<file path="src/hdl/stl_pkg.sv">
// Shared types, token codes and keyword table for the source token lexer.
// Used by stl_core, stl_fifo and source_token_lexer; depends on nothing.
package stl_pkg;

	localparam logic OP_CHAR = 1'b0;
	localparam logic OP_EOF  = 1'b1;

	localparam logic [1:0] ERR_NONE = 2'd0;
	localparam logic [1:0] ERR_CHAR = 2'd1;
	localparam logic [1:0] ERR_STR  = 2'd2;

	localparam logic [5:0] T_LPAREN    = 6'd0;
	localparam logic [5:0] T_RPAREN    = 6'd1;
	localparam logic [5:0] T_LBRACE    = 6'd2;
	localparam logic [5:0] T_RBRACE    = 6'd3;
	localparam logic [5:0] T_COMMA     = 6'd4;
	localparam logic [5:0] T_DOT       = 6'd5;
	localparam logic [5:0] T_MINUS     = 6'd6;
	localparam logic [5:0] T_PLUS      = 6'd7;
	localparam logic [5:0] T_SEMI      = 6'd8;
	localparam logic [5:0] T_SLASH     = 6'd9;
	localparam logic [5:0] T_STAR      = 6'd10;
	localparam logic [5:0] T_BANG      = 6'd11;
	localparam logic [5:0] T_EQUAL     = 6'd13;
	localparam logic [5:0] T_GREATER   = 6'd15;
	localparam logic [5:0] T_LESS      = 6'd17;
	localparam logic [5:0] T_IDENT     = 6'd19;
	localparam logic [5:0] T_STRING    = 6'd20;
	localparam logic [5:0] T_NUMBER    = 6'd21;
	localparam logic [5:0] T_KW0       = 6'd22;
	localparam logic [5:0] T_ERROR     = 6'd40;
	localparam logic [5:0] T_EOF       = 6'd41;

	localparam logic [23:0] LINE_MAX  = 24'hFFFFFF;
	localparam logic [23:0] LINE_INIT = 24'd1;

	localparam int NUM_KW   = 18;
	localparam int RQ_DEPTH = 4;
	localparam int RQ_AW    = $clog2(RQ_DEPTH);
	localparam int MAX_RES  = 3;

	// Keywords left-justified in 48 bits, first character in the top byte.
	localparam logic [47:0] KW_WORD [NUM_KW] = '{
		{"and", 24'h0}, {"class", 8'h0}, {"def", 24'h0}, {"else", 16'h0},
		{"false", 8'h0}, {"for", 24'h0}, {"fun", 24'h0}, {"if", 32'h0},
		{"let", 24'h0}, {"nil", 24'h0}, {"or", 32'h0}, {"print", 8'h0},
		{"return"}, {"super", 8'h0}, {"this", 16'h0}, {"true", 16'h0},
		{"var", 24'h0}, {"while", 8'h0}
	};
	localparam logic [2:0] KW_LEN [NUM_KW] = '{
		3'd3, 3'd5, 3'd3, 3'd4, 3'd5, 3'd3, 3'd3, 3'd2, 3'd3,
		3'd3, 3'd2, 3'd5, 3'd6, 3'd5, 3'd4, 3'd4, 3'd3, 3'd5
	};

	typedef struct packed {
		logic [5:0]  token_type;
		logic [1:0]  error_kind;
		logic [23:0] token_start;
		logic [23:0] token_length;
		logic [23:0] line_number;
		logic        last;
	} tok_t;

	typedef struct packed {
		logic [1:0]           n;
		tok_t [MAX_RES-1:0]   tok;
	} res_t;

	function automatic logic is_dig(input logic [7:0] c);
		return (c >= "0") && (c <= "9");
	endfunction

	function automatic logic is_alp(input logic [7:0] c);
		return ((c >= "a") && (c <= "z")) || ((c >= "A") && (c <= "Z")) || (c == "_");
	endfunction

	// Single-character token for ( ) { } , . - + ; *, or T_ERROR for any other byte.
	function automatic logic [5:0] single_tok(input logic [7:0] c);
		logic [5:0] t;
		case (c)
			"(":     t = T_LPAREN;
			")":     t = T_RPAREN;
			"{":     t = T_LBRACE;
			"}":     t = T_RBRACE;
			",":     t = T_COMMA;
			".":     t = T_DOT;
			"-":     t = T_MINUS;
			"+":     t = T_PLUS;
			";":     t = T_SEMI;
			"*":     t = T_STAR;
			default: t = T_ERROR;
		endcase
		return t;
	endfunction

	// len is 2..6; pre holds the identifier's first bytes, first in the top byte.
	function automatic logic [5:0] ident_code(input logic [2:0] len, input logic [47:0] pre);
		logic [5:0]  code;
		logic [47:0] mask;
		code = T_IDENT;
		mask = ~(48'hFFFF_FFFF_FFFF >> (6'(len) * 6'd8));
		for (int k = 0; k < NUM_KW; k++) begin
			if ((len == KW_LEN[k]) && ((pre & mask) == KW_WORD[k]))
				code = T_KW0 + 6'(k);
		end
		return code;
	endfunction

	function automatic tok_t make_tok(input logic [5:0] ty, input logic [1:0] err,
			input logic [23:0] start, input logic [23:0] len, input logic [23:0] line);
		tok_t t;
		t.token_type   = ty;
		t.error_kind   = err;
		t.token_start  = start;
		t.token_length = len;
		t.line_number  = line;
		t.last         = 1'b0;
		return t;
	endfunction

endpackage

</file>
<file path="src/hdl/source_token_lexer.sv">
// Streaming lexer top level: input register, scanner step, result queue.
// An accepted beat is scanned from the input register once the queue has room.
// Throughput: one byte per cycle while each byte yields at most one token and
// results are taken each cycle; a byte that yields two or three tokens holds the
// input until the four-entry result queue has room for three.
// Reset: idle mode, offset 0, line 1, queue empty. Uses stl_pkg, stl_core, stl_fifo.
module source_token_lexer #(
	parameter int POS_WIDTH = 24
) (
	input  logic        clk,
	input  logic        arst_n,
	input  logic        in_valid,
	output logic        in_stall,
	input  logic        op,
	input  logic [7:0]  char_byte,
	output logic        out_valid,
	input  logic        out_stall,
	output logic [5:0]  token_type,
	output logic [1:0]  error_kind,
	output logic [23:0] token_start,
	output logic [23:0] token_length,
	output logic [23:0] line_number,
	output logic        last,
	input  logic        cfg_wr_en,
	input  logic [23:0] cfg_wr_data
);
	import stl_pkg::*;

	logic           s1_valid_q;
	logic           op_s1;
	logic [7:0]     ch_s1;
	logic           room, step, accept, pop;
	logic [RQ_AW:0] q_count;
	res_t           res;
	tok_t           head;
	logic [1:0]     push_n;

	// Process only when the queue can take a full three-token burst.
	assign room     = q_count <= (RQ_AW+1)'(RQ_DEPTH - MAX_RES);
	assign step     = s1_valid_q && room;
	assign in_stall = s1_valid_q && !room;
	assign accept   = in_valid && !in_stall;
	assign push_n   = step ? res.n : 2'd0;
	assign pop      = out_valid && !out_stall;

	always_ff @(posedge clk or negedge arst_n) begin
		if (!arst_n) begin
			s1_valid_q <= 1'b0;
		end else if (accept) begin
			s1_valid_q <= 1'b1;
		end else if (step) begin
			s1_valid_q <= 1'b0;
		end
	end

	always_ff @(posedge clk) begin
		if (accept) begin
			op_s1 <= op;
			ch_s1 <= char_byte;
		end
	end

	stl_core #(
		.POS_WIDTH(POS_WIDTH)
	) u_core (
		.clk      (clk),
		.arst_n   (arst_n),
		.step     (step),
		.op       (op_s1),
		.ch       (ch_s1),
		.cfg_we   (cfg_wr_en),
		.cfg_data (cfg_wr_data),
		.res      (res)
	);

	stl_fifo u_fifo (
		.clk      (clk),
		.arst_n   (arst_n),
		.push_n   (push_n),
		.push_tok (res.tok),
		.pop      (pop),
		.head     (head),
		.count    (q_count)
	);

	assign out_valid    = (q_count != '0);
	assign token_type   = head.token_type;
	assign error_kind   = head.error_kind;
	assign token_start  = head.token_start;
	assign token_length = head.token_length;
	assign line_number  = head.line_number;
	assign last         = head.last;

	a_stall_holds_item: assert property (@(posedge clk) disable iff (!arst_n)
		in_stall |=> s1_valid_q)
		else $error("held beat dropped from input register");

endmodule

</file>
<file path="src/hdl/stl_core.sv">
// Scanner state and the per-byte step logic: mode, offsets, line count and
// identifier prefix. Produces up to three tokens per step. Uses stl_pkg.
module stl_core #(
	parameter int POS_WIDTH = 24
) (
	input  logic           clk,
	input  logic           arst_n,
	input  logic           step,
	input  logic           op,
	input  logic [7:0]     ch,
	input  logic           cfg_we,
	input  logic [23:0]    cfg_data,
	output stl_pkg::res_t  res
);
	import stl_pkg::*;

	typedef enum logic [3:0] {
		M_IDLE, M_BANG, M_EQUAL, M_LESS, M_GREATER, M_SLASH, M_COMMENT,
		M_NUM, M_NUMDOT, M_NUMFRAC, M_IDENT, M_STR
	} mode_t;

	localparam logic [POS_WIDTH-1:0] POS_MAX = '1;

	mode_t                mode_q, mode_d;
	logic [POS_WIDTH-1:0] pos_q, pos_d, org_q, org_d;
	logic [23:0]          line_q, line_d, line_inc;
	logic [7:0]           prefix_q [6];
	logic                 pref_we;
	logic [2:0]           pref_idx;

	logic [POS_WIDTH-1:0] span_p, span_p1, span_pm1, pos_m1;
	logic [5:0]           id_type, pend_type;
	logic                 id_range;

	logic                 do_idle;
	logic                 c_ws, c_nl, c_dig, c_alp, c_alnum;
	mode_t                ic_mode;
	logic [5:0]           ic_type;
	logic [1:0]           n;
	tok_t [MAX_RES-1:0]   toks;

	assign span_p   = pos_q - org_q;
	assign span_p1  = pos_q + 1'b1 - org_q;
	assign pos_m1   = pos_q - 1'b1;
	assign span_pm1 = pos_m1 - org_q;
	assign line_inc = (line_q != LINE_MAX) ? line_q + 24'd1 : line_q;

	assign id_range = (span_p >= POS_WIDTH'(2)) && (span_p <= POS_WIDTH'(6));
	assign id_type  = id_range ? ident_code(span_p[2:0], {prefix_q[0], prefix_q[1],
		prefix_q[2], prefix_q[3], prefix_q[4], prefix_q[5]}) : T_IDENT;

	always_comb begin
		case (mode_q)
			M_BANG:    pend_type = T_BANG;
			M_EQUAL:   pend_type = T_EQUAL;
			M_GREATER: pend_type = T_GREATER;
			default:   pend_type = T_LESS;
		endcase
	end

	// Character classes and the between-tokens decision.
	assign c_ws    = (ch == " ") || (ch == 8'h0D) || (ch == 8'h09);
	assign c_nl    = (ch == 8'h0A);
	assign c_dig   = is_dig(ch);
	assign c_alp   = is_alp(ch);
	assign c_alnum = c_dig || c_alp;
	assign ic_type = single_tok(ch);

	always_comb begin
		if (c_dig) begin
			ic_mode = M_NUM;
		end else if (c_alp) begin
			ic_mode = M_IDENT;
		end else begin
			case (ch)
				"!":     ic_mode = M_BANG;
				"=":     ic_mode = M_EQUAL;
				"<":     ic_mode = M_LESS;
				">":     ic_mode = M_GREATER;
				"/":     ic_mode = M_SLASH;
				8'h22:   ic_mode = M_STR;
				default: ic_mode = M_IDLE;
			endcase
		end
	end

	always_comb begin
		mode_d   = mode_q;
		pos_d    = pos_q;
		org_d    = org_q;
		line_d   = line_q;
		pref_we  = 1'b0;
		pref_idx = span_p[2:0];
		do_idle  = 1'b0;
		n        = 2'd0;
		toks     = '0;

		if (op == OP_EOF) begin
			case (mode_q)
				M_BANG, M_EQUAL, M_LESS, M_GREATER: begin
					toks[n] = make_tok(pend_type, ERR_NONE, 24'(org_q), 24'd1, line_q);
					n = n + 2'd1;
				end
				M_SLASH: begin
					toks[n] = make_tok(T_SLASH, ERR_NONE, 24'(org_q), 24'd1, line_q);
					n = n + 2'd1;
				end
				M_NUM, M_NUMFRAC: begin
					toks[n] = make_tok(T_NUMBER, ERR_NONE, 24'(org_q), 24'(span_p), line_q);
					n = n + 2'd1;
				end
				M_NUMDOT: begin
					toks[n] = make_tok(T_NUMBER, ERR_NONE, 24'(org_q), 24'(span_pm1), line_q);
					n = n + 2'd1;
					toks[n] = make_tok(T_DOT, ERR_NONE, 24'(pos_m1), 24'd1, line_q);
					n = n + 2'd1;
				end
				M_IDENT: begin
					toks[n] = make_tok(id_type, ERR_NONE, 24'(org_q), 24'(span_p), line_q);
					n = n + 2'd1;
				end
				M_STR: begin
					toks[n] = make_tok(T_ERROR, ERR_STR, 24'(org_q), 24'(span_p), line_q);
					n = n + 2'd1;
				end
				default: ;
			endcase
			toks[n] = make_tok(T_EOF, ERR_NONE, 24'(pos_q), 24'd0, line_q);
			n = n + 2'd1;
			mode_d = M_IDLE;
		end else begin
			case (mode_q)
				M_BANG, M_EQUAL, M_LESS, M_GREATER: begin
					if (ch == "=") begin
						toks[n] = make_tok(pend_type + 6'd1, ERR_NONE, 24'(org_q),
							24'(span_p1), line_q);
						n = n + 2'd1;
						mode_d = M_IDLE;
					end else begin
						toks[n] = make_tok(pend_type, ERR_NONE, 24'(org_q), 24'd1, line_q);
						n = n + 2'd1;
						do_idle = 1'b1;
					end
				end
				M_SLASH: begin
					if (ch == "/") begin
						mode_d = M_COMMENT;
					end else begin
						toks[n] = make_tok(T_SLASH, ERR_NONE, 24'(org_q), 24'd1, line_q);
						n = n + 2'd1;
						do_idle = 1'b1;
					end
				end
				M_COMMENT: begin
					if (c_nl) begin
						line_d = line_inc;
						mode_d = M_IDLE;
					end
				end
				M_NUM: begin
					if (ch == ".") begin
						mode_d = M_NUMDOT;
					end else if (!c_dig) begin
						toks[n] = make_tok(T_NUMBER, ERR_NONE, 24'(org_q), 24'(span_p), line_q);
						n = n + 2'd1;
						do_idle = 1'b1;
					end
				end
				M_NUMDOT: begin
					if (c_dig) begin
						mode_d = M_NUMFRAC;
					end else begin
						toks[n] = make_tok(T_NUMBER, ERR_NONE, 24'(org_q), 24'(span_pm1), line_q);
						n = n + 2'd1;
						toks[n] = make_tok(T_DOT, ERR_NONE, 24'(pos_m1), 24'd1, line_q);
						n = n + 2'd1;
						do_idle = 1'b1;
					end
				end
				M_NUMFRAC: begin
					if (!c_dig) begin
						toks[n] = make_tok(T_NUMBER, ERR_NONE, 24'(org_q), 24'(span_p), line_q);
						n = n + 2'd1;
						do_idle = 1'b1;
					end
				end
				M_IDENT: begin
					if (c_alnum) begin
						pref_we = (span_p < POS_WIDTH'(6));
					end else begin
						toks[n] = make_tok(id_type, ERR_NONE, 24'(org_q), 24'(span_p), line_q);
						n = n + 2'd1;
						do_idle = 1'b1;
					end
				end
				M_STR: begin
					if (ch == 8'h22) begin
						toks[n] = make_tok(T_STRING, ERR_NONE, 24'(org_q), 24'(span_p1), line_q);
						n = n + 2'd1;
						mode_d = M_IDLE;
					end else if (c_nl) begin
						line_d = line_inc;
					end
				end
				default: do_idle = 1'b1;
			endcase

			// Byte handled as between tokens.
			if (do_idle) begin
				mode_d = M_IDLE;
				if (c_nl) begin
					line_d = line_inc;
				end else if (!c_ws) begin
					org_d  = pos_q;
					mode_d = ic_mode;
					if (c_alp) begin
						pref_we  = 1'b1;
						pref_idx = 3'd0;
					end
					if (ic_mode == M_IDLE) begin
						toks[n] = make_tok(ic_type, (ic_type == T_ERROR) ? ERR_CHAR : ERR_NONE,
							24'(pos_q), 24'd1, line_q);
						n = n + 2'd1;
					end
				end
			end

			if (pos_q != POS_MAX)
				pos_d = pos_q + 1'b1;
		end

		for (int i = 0; i < MAX_RES; i++)
			toks[i].last = (2'(i) == n - 2'd1);
	end

	assign res.n   = n;
	assign res.tok = toks;

	always_ff @(posedge clk or negedge arst_n) begin
		if (!arst_n) begin
			mode_q <= M_IDLE;
			pos_q  <= '0;
			org_q  <= '0;
			line_q <= LINE_INIT;
		end else if (cfg_we) begin
			line_q <= cfg_data;
		end else if (step) begin
			mode_q <= mode_d;
			pos_q  <= pos_d;
			org_q  <= org_d;
			line_q <= line_d;
		end
	end

	always_ff @(posedge clk) begin
		if (step && (op == OP_CHAR) && pref_we)
			prefix_q[pref_idx] <= ch;
	end

	a_eof_emits: assert property (@(posedge clk) disable iff (!arst_n)
		(step && (op == OP_EOF)) |-> (res.n != 2'd0))
		else $error("end of input produced no token");

endmodule

</file>
<file path="src/hdl/stl_fifo.sv">
// Result queue: takes up to three tokens per cycle, hands out one per beat.
// Uses stl_pkg for the token type and depth.
module stl_fifo (
	input  logic                             clk,
	input  logic                             arst_n,
	input  logic [1:0]                       push_n,
	input  stl_pkg::tok_t [stl_pkg::MAX_RES-1:0] push_tok,
	input  logic                             pop,
	output stl_pkg::tok_t                    head,
	output logic [stl_pkg::RQ_AW:0]          count
);
	import stl_pkg::*;

	tok_t             mem_q [RQ_DEPTH];
	logic [RQ_AW-1:0] rd_ptr_q, wr_ptr_q;
	logic [RQ_AW:0]   count_q;

	assign head  = mem_q[rd_ptr_q];
	assign count = count_q;

	always_ff @(posedge clk) begin
		for (int i = 0; i < MAX_RES; i++) begin
			if (2'(i) < push_n)
				mem_q[wr_ptr_q + RQ_AW'(i)] <= push_tok[i];
		end
	end

	always_ff @(posedge clk or negedge arst_n) begin
		if (!arst_n) begin
			rd_ptr_q <= '0;
			wr_ptr_q <= '0;
			count_q  <= '0;
		end else begin
			wr_ptr_q <= wr_ptr_q + RQ_AW'(push_n);
			rd_ptr_q <= rd_ptr_q + RQ_AW'(pop);
			count_q  <= count_q + (RQ_AW+1)'(push_n) - (RQ_AW+1)'(pop);
		end
	end

	a_no_overflow: assert property (@(posedge clk) disable iff (!arst_n)
		(push_n != 2'd0) |-> ((count_q + (RQ_AW+1)'(push_n)) <= (RQ_AW+1)'(RQ_DEPTH)))
		else $error("result queue overflow");

	a_no_underflow: assert property (@(posedge clk) disable iff (!arst_n)
		pop |-> (count_q != '0))
		else $error("result queue underflow");

	a_count_bound: assert property (@(posedge clk) disable iff (!arst_n)
		count_q <= (RQ_AW+1)'(RQ_DEPTH))
		else $error("result queue count out of range");

endmodule

</file>
<file path="config.mk">
export PLATFORM = sky130hd
export DESIGN_NAME = source_token_lexer
export DESIGN_NICKNAME = d
export VERILOG_FILES = /design/src/hdl/stl_pkg.sv /design/src/hdl/source_token_lexer.sv /design/src/hdl/stl_core.sv /design/src/hdl/stl_fifo.sv
export SDC_FILE = /design/constraint.sdc
export NUM_CORES = 1
export LEC_CHECK = 0
export BUFFER_PORTS_ARGS = -buffer_cell sky130_fd_sc_hd__buf_2
export CAP_MARGIN = 25
export CORE_MARGIN = 3
export CORE_UTILIZATION = 28
export DETAILED_ROUTE_END_ITERATION = 12
export PLACE_DENSITY = 0.48
export SETUP_SLACK_MARGIN = 0.05
export SLEW_MARGIN = 20
export SYNTH_ARGS = -nofsm -noshare
export SYNTH_HDL_FRONTEND = slang
export SYNTH_HIERARCHICAL = 1
export SYNTH_SLANG_ARGS = --single-unit
</file>
<file path="constraint.sdc">
create_clock -name clk -period 24.1 [get_ports clk]
set_clock_uncertainty 0.15 [all_clocks]
set_input_delay 0 -clock clk [delete_from_list [all_inputs] [get_ports clk]]
set_output_delay 0 -clock clk [all_outputs]
set_load 0.1 [all_outputs]
</file>
==> flow_summary.yaml, run 1 <==
timing:
  fmax_mhz: 128
  finalCritPeriodShare_pct: 32.4
  rsz0062_at_grt: "false"
  finalWorstSetupSlack_ns: 16.30
  relSlewSlack_pct: 24.8
  setup_tns_ns: 0
  slew_violations: 0
  worst_pin_slew_ns: 1.13
  finalCriticalPeriod_ns: 7.80
  setup_viol: 0
  hold_viol_final: 0
synth:
  yosysTopAreaCell: "edfxtp_1"
  synth_xor_area_share_pct: 3.86
  synth_compound_area_share_pct: 15.7
  yosys-top-cells-area: "edfxtp_1, nand2_1, a31oi_1"
  yosys.area_share.simple_pct: 23.6
  synthFlopType: "edfxtp_1"
  syn-mean-instance-area_um2: 8.82
  synth-adder-area-share_pct: 3.37
  syn_area_mm2: 0.0332
  ys_types: 106
  muxShareOfSynthArea_pct: 6.47
  synth_top_family_by_area: "simple AND/OR/NAND/NOR gates"
  synth-edff-count: 381
  yosys_register_bits: 465
  synthCells: 3757
  async_flop_share_pct: 18.1
  ys_warn_count: 6
  synth_top_area_share_pct: 34.5
  ys_seq_area_share_pct: 40.9
grt:
  grt.total_usage_pct: 19.2
  grt_max_degree: 163
  antenna_found_initial: 2
  grt_pass1_wl_mm: 181
  grt_pass1_vias: 27500
  gr-total-overflow: 0
cts:
  post_cts_resized: 0
  clock-sinks: 465
  cts_tree: "yes"
  clk_latency_ns: 0.66
  clockBufferDepth: 3
  clkTransAtPathRegs_ns: 0.06
  numCtsBuffers: 55
  cts-root-buf: "clkbuf_16"
  cts_hold_buf: 118
  htree_num_levels: 2
  post_cts_buffers: 0
floorplan:
  row_count: 125
  io_pins: 121
  design.die.area_mm2: 0.123
  coreArea_mm2: 0.117
  die_x_um: 350
  die_h_um: 350
  start_util_pct: 28.4
placement:
  post-place-ws_ns: 16.41
  io_buffers: 120
  placed_cells: 5185
  gp_congestion: 0.932
  dp_hpwl_mm: 77.5
power:
  power_density_mw_per_mm2: 145
  p_comb_share_pct: 60.5
  leakage_nw: 14.0
  p_int_w: 0.00257
  p_switching_w: 0.00291
  irDropWorstVdd_mv: 0.139
  power_frac_seq_pct: 24.0
  p_clk_share_pct: 15.5
  swShare_pct: 53.1
final_layout:
  finish.utilization_pct: 32.3
  multiInputGateArea_mm2: 0.0179
  fin_nets: 3966
  regArea_mm2: 0.0136
  num-fill-cells: 12100
  fin_cells: 5414
  drive_gt1_share_pct: 10.7
  synthToLayoutAreaGrowth_pct: 13.7
setup_path:
  critPathBufInv: 4
  cp_top_family: "simple AND/OR/NAND/NOR gates"
  reg2reg_slack_ns: 16.30
  cp.arrival_ns: 7.90
  crit_path_end_kind: "flip-flop"
  slowest_delay_ns: 0.82
  crit_path_max_fanout: 48
  reg2regPathDepth: 12
  reg2reg_from: "u_core/mode_q[2]"
  cp.required_ns: 24.20
  path_cells: "nor2_1 -> nand3_1 -> clkinv_1 -> nand2_1 -> inv_1 -> mux2i_1 -> o21ai_0 -> and3_1 -> nor2_1 -> a211oi_4 -> buf_4 -> buf_4"
  slowest_stage: "and3_1"
  cp-start-kind: "flip-flop"
  crit_type: "reg2reg"
  r2r_end: "u_fifo/mem_q[2][76]"
detailed_routing:
  drc: 0
  drt_iter0_drc: 3154
  first_pass_iters: 11
  final_antenna_net_count: 0
  num_vias: 29300
  via_per_inst: 5.41
  wirelength_mm: 121
  wl_per_cell_um: 22.4
hold_path:
  whs_endpoint: "u_fifo/rd_ptr_q[0]"
  hp-class: "in2reg"
  whs_path_depth: 4
  min-delay-start: "out_stall"
run:
  maxCapViolations: 0
outcome:
  outcome: "complete, no violations"
-- power groups by stage --
stage	sequential, W	combinational [W]	clock [W]
floorplan	0.00127	0.00247	0
global placement	0.00133	0.00328	0
detailed placement	0.00133	0.00328	0
CTS	0.00132	0.00331	0.000869
global route	0.00134	0.00352	0.000897
finish	0.00131	0.00332	0.000848
-- area by class of cell --
class / count / share of cell area [%]
multi-input combinational: 2953 / 47.5
sequential: 465 / 36.0
timing repair buffer: 292 / 5.90
tap: 1524 / 5.06
clock buffer: 70 / 3.80
clock inverter: 33 / 1.03
inverter: 74 / 0.737
antenna: 3 / 0.0199
-- flip-flops by register name, indices dropped and copies added, names as in the netlist, 2 cells and up --
signal and flops:
ch_s1 8, u_core/line_q 24, u_core/mode_q 4, u_core/org_q 24
u_core/pos_q 24, u_core/prefix_q 48, u_fifo/count 3, u_fifo/mem_q 324
u_fifo/rd_ptr_q 2, u_fifo/wr_ptr_q 2
-- kinds of logic after synthesis --
logic type | count (synthesis)
flops | 465
fa+ha+maj | 87
buf+inv | 388
other cells | 1
mux | 110
xor+xnor | 146
simple gates | 1758
compound gates | 802
-- cells in the final DEF, fill, tap and decap left out, types with 10 or more instances in the layout --
master and n:
a22o_1 26, inv_1 73, and3_1 25, nand3b_1 13, a31oi_1 341, dlygate4sd3_1 117, nor2b_1 58, a211oi_1 10
nand2b_1 28, nand4_1 21, nor3_1 61, a22oi_1 14, nand4b_1 10, or3_1 18, buf_2 120, nand3_1 52
o21ai_0 117, ha_1 83, a222oi_1 11, buf_4 47, clkbuf_16 55, o31ai_1 15, edfxtp_1 381, nor2_1 477
nor4_1 21, nand2_1 842, and2_1 64, a21oi_1 95, clkbuf_1 15, xnor2_1 72, o211ai_1 11, mux4_2 81
xor2_1 74, dfrtp_1 81, o21a_1 22, o22ai_1 21, conb_1 50, mux2_2 24, a21o_1 19
-- synthesized netlist by cell type (all sizes together), types with 28 or more instances --
| cell | number |
|---|---|
| inv | 73 |
| edfxtp | 381 |
| mux4 | 81 |
| and2 | 64 |
| ha | 83 |
| buf | 185 |
| nor2 | 477 |
| a31oi | 344 |
| a21oi | 99 |
| xor2 | 74 |
| dfrtp | 83 |
| nand3 | 53 |
| nand2 | 843 |
| clkbuf | 129 |
| xnor2 | 72 |
| and3 | 28 |
| nor3 | 62 |
| o21ai | 128 |
| nor2b | 60 |
| nand2b | 28 |
-- per-stage QoR --
| step | area [µm²] | total power (W) | hold WS (ns) |
|---|---|---|---|
| 5_1_grt | 37700 | 0.00576 | 0.156 |
| 6_report | 37700 | 0.00548 | 0.158 |
| 3_3_place_gp | 34600 | 0.00461 | -0.174 |
| 4_1_cts | 37600 | 0.00550 | 0.116 |
| 2_1_floorplan | 33300 | 0.00374 | -0.446 |
| 3_5_place_dp | 34600 | 0.00462 | -0.166 |
-- worst register-to-register path, stage by stage (launching register included) --
cell	delay [ns]
dfrtp_1	0.66
nor2_1	0.41
nand3_1	0.65
clkinv_1	0.66
nand2_1	0.34
inv_1	0.46
mux2i_1	0.13
o21ai_0	0.72
and3_1	0.83
nor2_1	0.27
a211oi_4	0.80
buf_4	0.51
buf_4	0.74
-- how the worst max path moves through the flow --
stage / depth (start not counted) / startpoint / endpoint / slack [ns]
final: 12 / u_core/mode_q[2] / u_fifo/mem_q[2][76] / 16.30
after global routing: 12 / u_core/mode_q[2] / u_fifo/mem_q[2][76] / 15.86
after CTS: 12 / u_core/mode_q[2] / u_fifo/mem_q[2][76] / 16.38
after detailed placement: 12 / u_core/mode_q[2] / u_fifo/mem_q[2][74] / 16.41
after global placement: 12 / u_core/mode_q[0] / u_fifo/mem_q[2][37] / 16.54
after floorplan: 14 / ch_s1[6] / u_fifo/mem_q[0][0] / 14.16
-- per-layer routing --
| layer | vias up | wire length, µm | global-route usage, % |
|---|---|---|---|
| li1 | 13600 | - | - |
| met4 | 0 | 3250 | 5.73 |
| met2 | 1167 | 56600 | 31.7 |
| met3 | 164 | 8270 | 2.78 |
| met1 | 14300 | 53000 | 26.1 |
| met5 | - | 0 | 0 |
(Power assumes the default switching activity.)
==> run 2: changes to the inputs <==
--- a/config.mk
+++ b/config.mk
@@ -5,6 +5,7 @@
 export SDC_FILE = /design/constraint.sdc
 export NUM_CORES = 1
 export LEC_CHECK = 0
+export ABC_AREA = 1
 export BUFFER_PORTS_ARGS = -buffer_cell sky130_fd_sc_hd__buf_2
 export CAP_MARGIN = 25
 export CORE_MARGIN = 3
==> constraint.sdc (replaced) <==
create_clock -name clk -period 8.1 [get_ports clk]
set_clock_uncertainty 0.15 [all_clocks]
set_input_delay 0 -clock clk [delete_from_list [all_inputs] [get_ports clk]]
set_output_delay 0 -clock clk [all_outputs]
set_load 0.1 [all_outputs]
==> run 2 against run 1 <==
  * Area after synthesis rose by 17%
  * Utilization shrank 0.46 points
  * Cell count rose by 41%
  * Global-route usage up 3.4 points
  * Maximum frequency is 27% higher
  * Critical path depth up 6
  * Critical path type unchanged
==> flow_summary.yaml, run 2 <==
outcome:
  outcome: "complete, no violations"
timing:
  rsz0062_at_grt: "false"
  fmax_mhz: 162
  slew_violations: 0
  worst_pin_slew_ns: 1.23
  setup_viol: 0
  hold_viol_final: 0
  relSlewSlack_pct: 17.1
  setup_tns_ns: 0
  finalCriticalPeriod_ns: 6.16
  finalCritPeriodShare_pct: 76.1
  finalWorstSetupSlack_ns: 1.94
detailed_routing:
  wirelength_mm: 166
  drc: 0
  final_antenna_net_count: 0
  wl_per_cell_um: 21.8
  via_per_inst: 5.29
  num_vias: 40400
  first_pass_iters: 6
  drt_iter0_drc: 4420
synth:
  synthFlopType: "edfxtp_1"
  yosysTopAreaCell: "edfxtp_1"
  synthTopCellsByCount: "nand2_1, inv_1, nand3_1"
  synthCells: 5783
  ys_warn_count: 6
  ys_seq_area_share_pct: 34.9
  syn-mean-instance-area_um2: 6.71
  yosys-top-cells-area: "edfxtp_1, nand2_1, nand3_1"
  syn_area_mm2: 0.0388
  synth_top_area_share_pct: 29.5
  async_flop_share_pct: 18.1
  ys_types: 63
  yosys_register_bits: 465
  synth.most_common_cell: "nand2_1"
  synth-edff-count: 381
grt:
  grt_busiest_layer: "met2"
  antenna_found_initial: 5
  grt_pass1_vias: 37600
  grt.total_usage_pct: 22.6
  met2_usage_pct: 35.0
  grt_pass1_wl_mm: 247
  grt_use_met1_pct: 31.8
  use_met3_pct: 4.06
  gr-total-overflow: 0
  grt_max_degree: 173
cts:
  post_cts_resized: 0
  clockBufferDepth: 3
  clkTransAtPathRegs_ns: 0.06
  cts-root-buf: "clkbuf_16"
  cts_tree: "yes"
  htree_num_levels: 2
  clock-sinks: 465
  numCtsBuffers: 58
  clk_latency_ns: 0.68
placement:
  dp_hpwl_mm: 111
  post-place-ws_ns: 2.03
  io_buffers: 120
  gp_congestion: 0.934
floorplan:
  die_h_um: 378
  start_util_pct: 28.4
  io_pins: 121
  row_count: 135
  die_x_um: 378
  coreArea_mm2: 0.136
  design.die.area_mm2: 0.143
final_layout:
  drive_gt1_share_pct: 6.43
  final_common_cell: "nand2_1"
  top_register: "u_fifo/mem_q"
  layout_common_cells: "nand2_1, inv_1, nand3_1"
  reg_top3: "u_fifo/mem_q (324), u_core/prefix_q (48)"
  fin_nets: 5927
  synthToLayoutAreaGrowth_pct: 11.8
  largest_register_ff_count: 324
  diodes: 0
setup_path:
  path_cells: "nand2_1 -> nor2_1 -> nand4_1 -> o21ai_0 -> nand2_1 -> clkinv_1 -> buf_4 -> nor2_1 -> clkinv_1 -> ha_1 -> o21ai_0 -> o21ai_1 -> inv_1 -> nor2_4 -> buf_12 -> nand3_4 -> nand3_4 -> buf_12"
  reg2regPathDepth: 18
  cp.arrival_ns: 6.35
  cp.required_ns: 8.28
  crit_type: "reg2reg"
  cp-start-kind: "flip-flop"
  slowest_delay_ns: 0.81
  slowest_stage: "nand3_4"
  crit_path_max_fanout: 125
  crit_path_end_kind: "flip-flop"
hold_path:
  whs_path_depth: 4
  hp-class: "in2reg"
run:
  maxCapViolations: 0
## run 2: final timing paths
kind	start	to	slack, ns
setup / recovery	ch_s1[4]	u_fifo/mem_q[2][27]	1.94
hold / removal	cfg_wr_data[20]	u_core/line_q[20]	0.07
setup reg to reg	ch_s1[4]	u_fifo/mem_q[2][27]	1.94
hold reg to reg	u_core/org_q[21]	u_core/org_q[21]	0.34
max in group asynchronous	arst_n	u_fifo/wr_ptr_q[1]	6.55
min in group asynchronous	arst_n	u_core/line_q[11]	0.25
## run 2: final cells by class
| cell class | instances | area, µm² |
|---|---|---|
| fillers | 15000 | 93100 |
| multi-input cells | 4261 | 20800 |
| flip-flops and latches | 465 | 13600 |
| inverters | 738 | 2780 |
| well taps | 1781 | 2230 |
| repair buffers | 278 | 2160 |
| clock buffers | 74 | 1530 |
| clock inverters | 36 | 355 |
## run 2: logic make-up (layout without fill, tap and decap cells)
kind of cell | count (synthesis) | after routing | synth area share (%)
simple gates | 3269 | 3269 | 36.4
xor+xnor | 65 | 65 | 1.47
flops | 465 | 465 | 34.9
compound gates | 790 | 790 | 12.0
other cells | 1 | 50 | 0.00966
fa+ha+maj | 87 | 87 | 2.88
buf+inv | 1106 | 1126 | 12.3
## run 2: repair_timing
item | 4_1_cts | 5_1_grt
hold endpoints to repair | 132 | 0
buffers inserted | 0 | 0
hold buffers | 88 | 0
## run 2: per-layer routing
layer	routed length (µm)	vias up
met2	72800	1866
li1	-	19200
met3	14400	290
met1	74100	19000
met5	23	-
met4	4960	4
## run 2: through the flow
| step | hold slack (ns) | instances | instance area, µm² | util (%) |
|---|---|---|---|---|
| finish | 0.0658 | 7633 | 43400 | 31.8 |
| global route | 0.0749 | 7633 | 43400 | 31.8 |
| CTS | 0.0236 | 7629 | 43300 | 31.7 |
| detailed placement | -0.182 | 7431 | 40500 | 29.7 |
| global placement | -0.185 | 7430 | 40500 | 29.7 |
| floorplan | -0.446 | 5832 | 39000 | - |
## run 2: critical path, delay by kind of cell (launching register included)
| family | cells | cell delay (ns) |
|---|---|---|
| AO/OA/AOI/OAI | 3 | 0.55 |
| adder cells (fa/ha/maj) | 1 | 0.46 |
| buffers and inverters | 6 | 1.81 |
| flip-flops | 1 | 0.61 |
| AND/OR/NAND/NOR | 8 | 2.15 |
Power of run 2 is left out: the tool's default activity adds up to more than one toggle a clock period on the data nets, which glitch-free logic cannot reach.
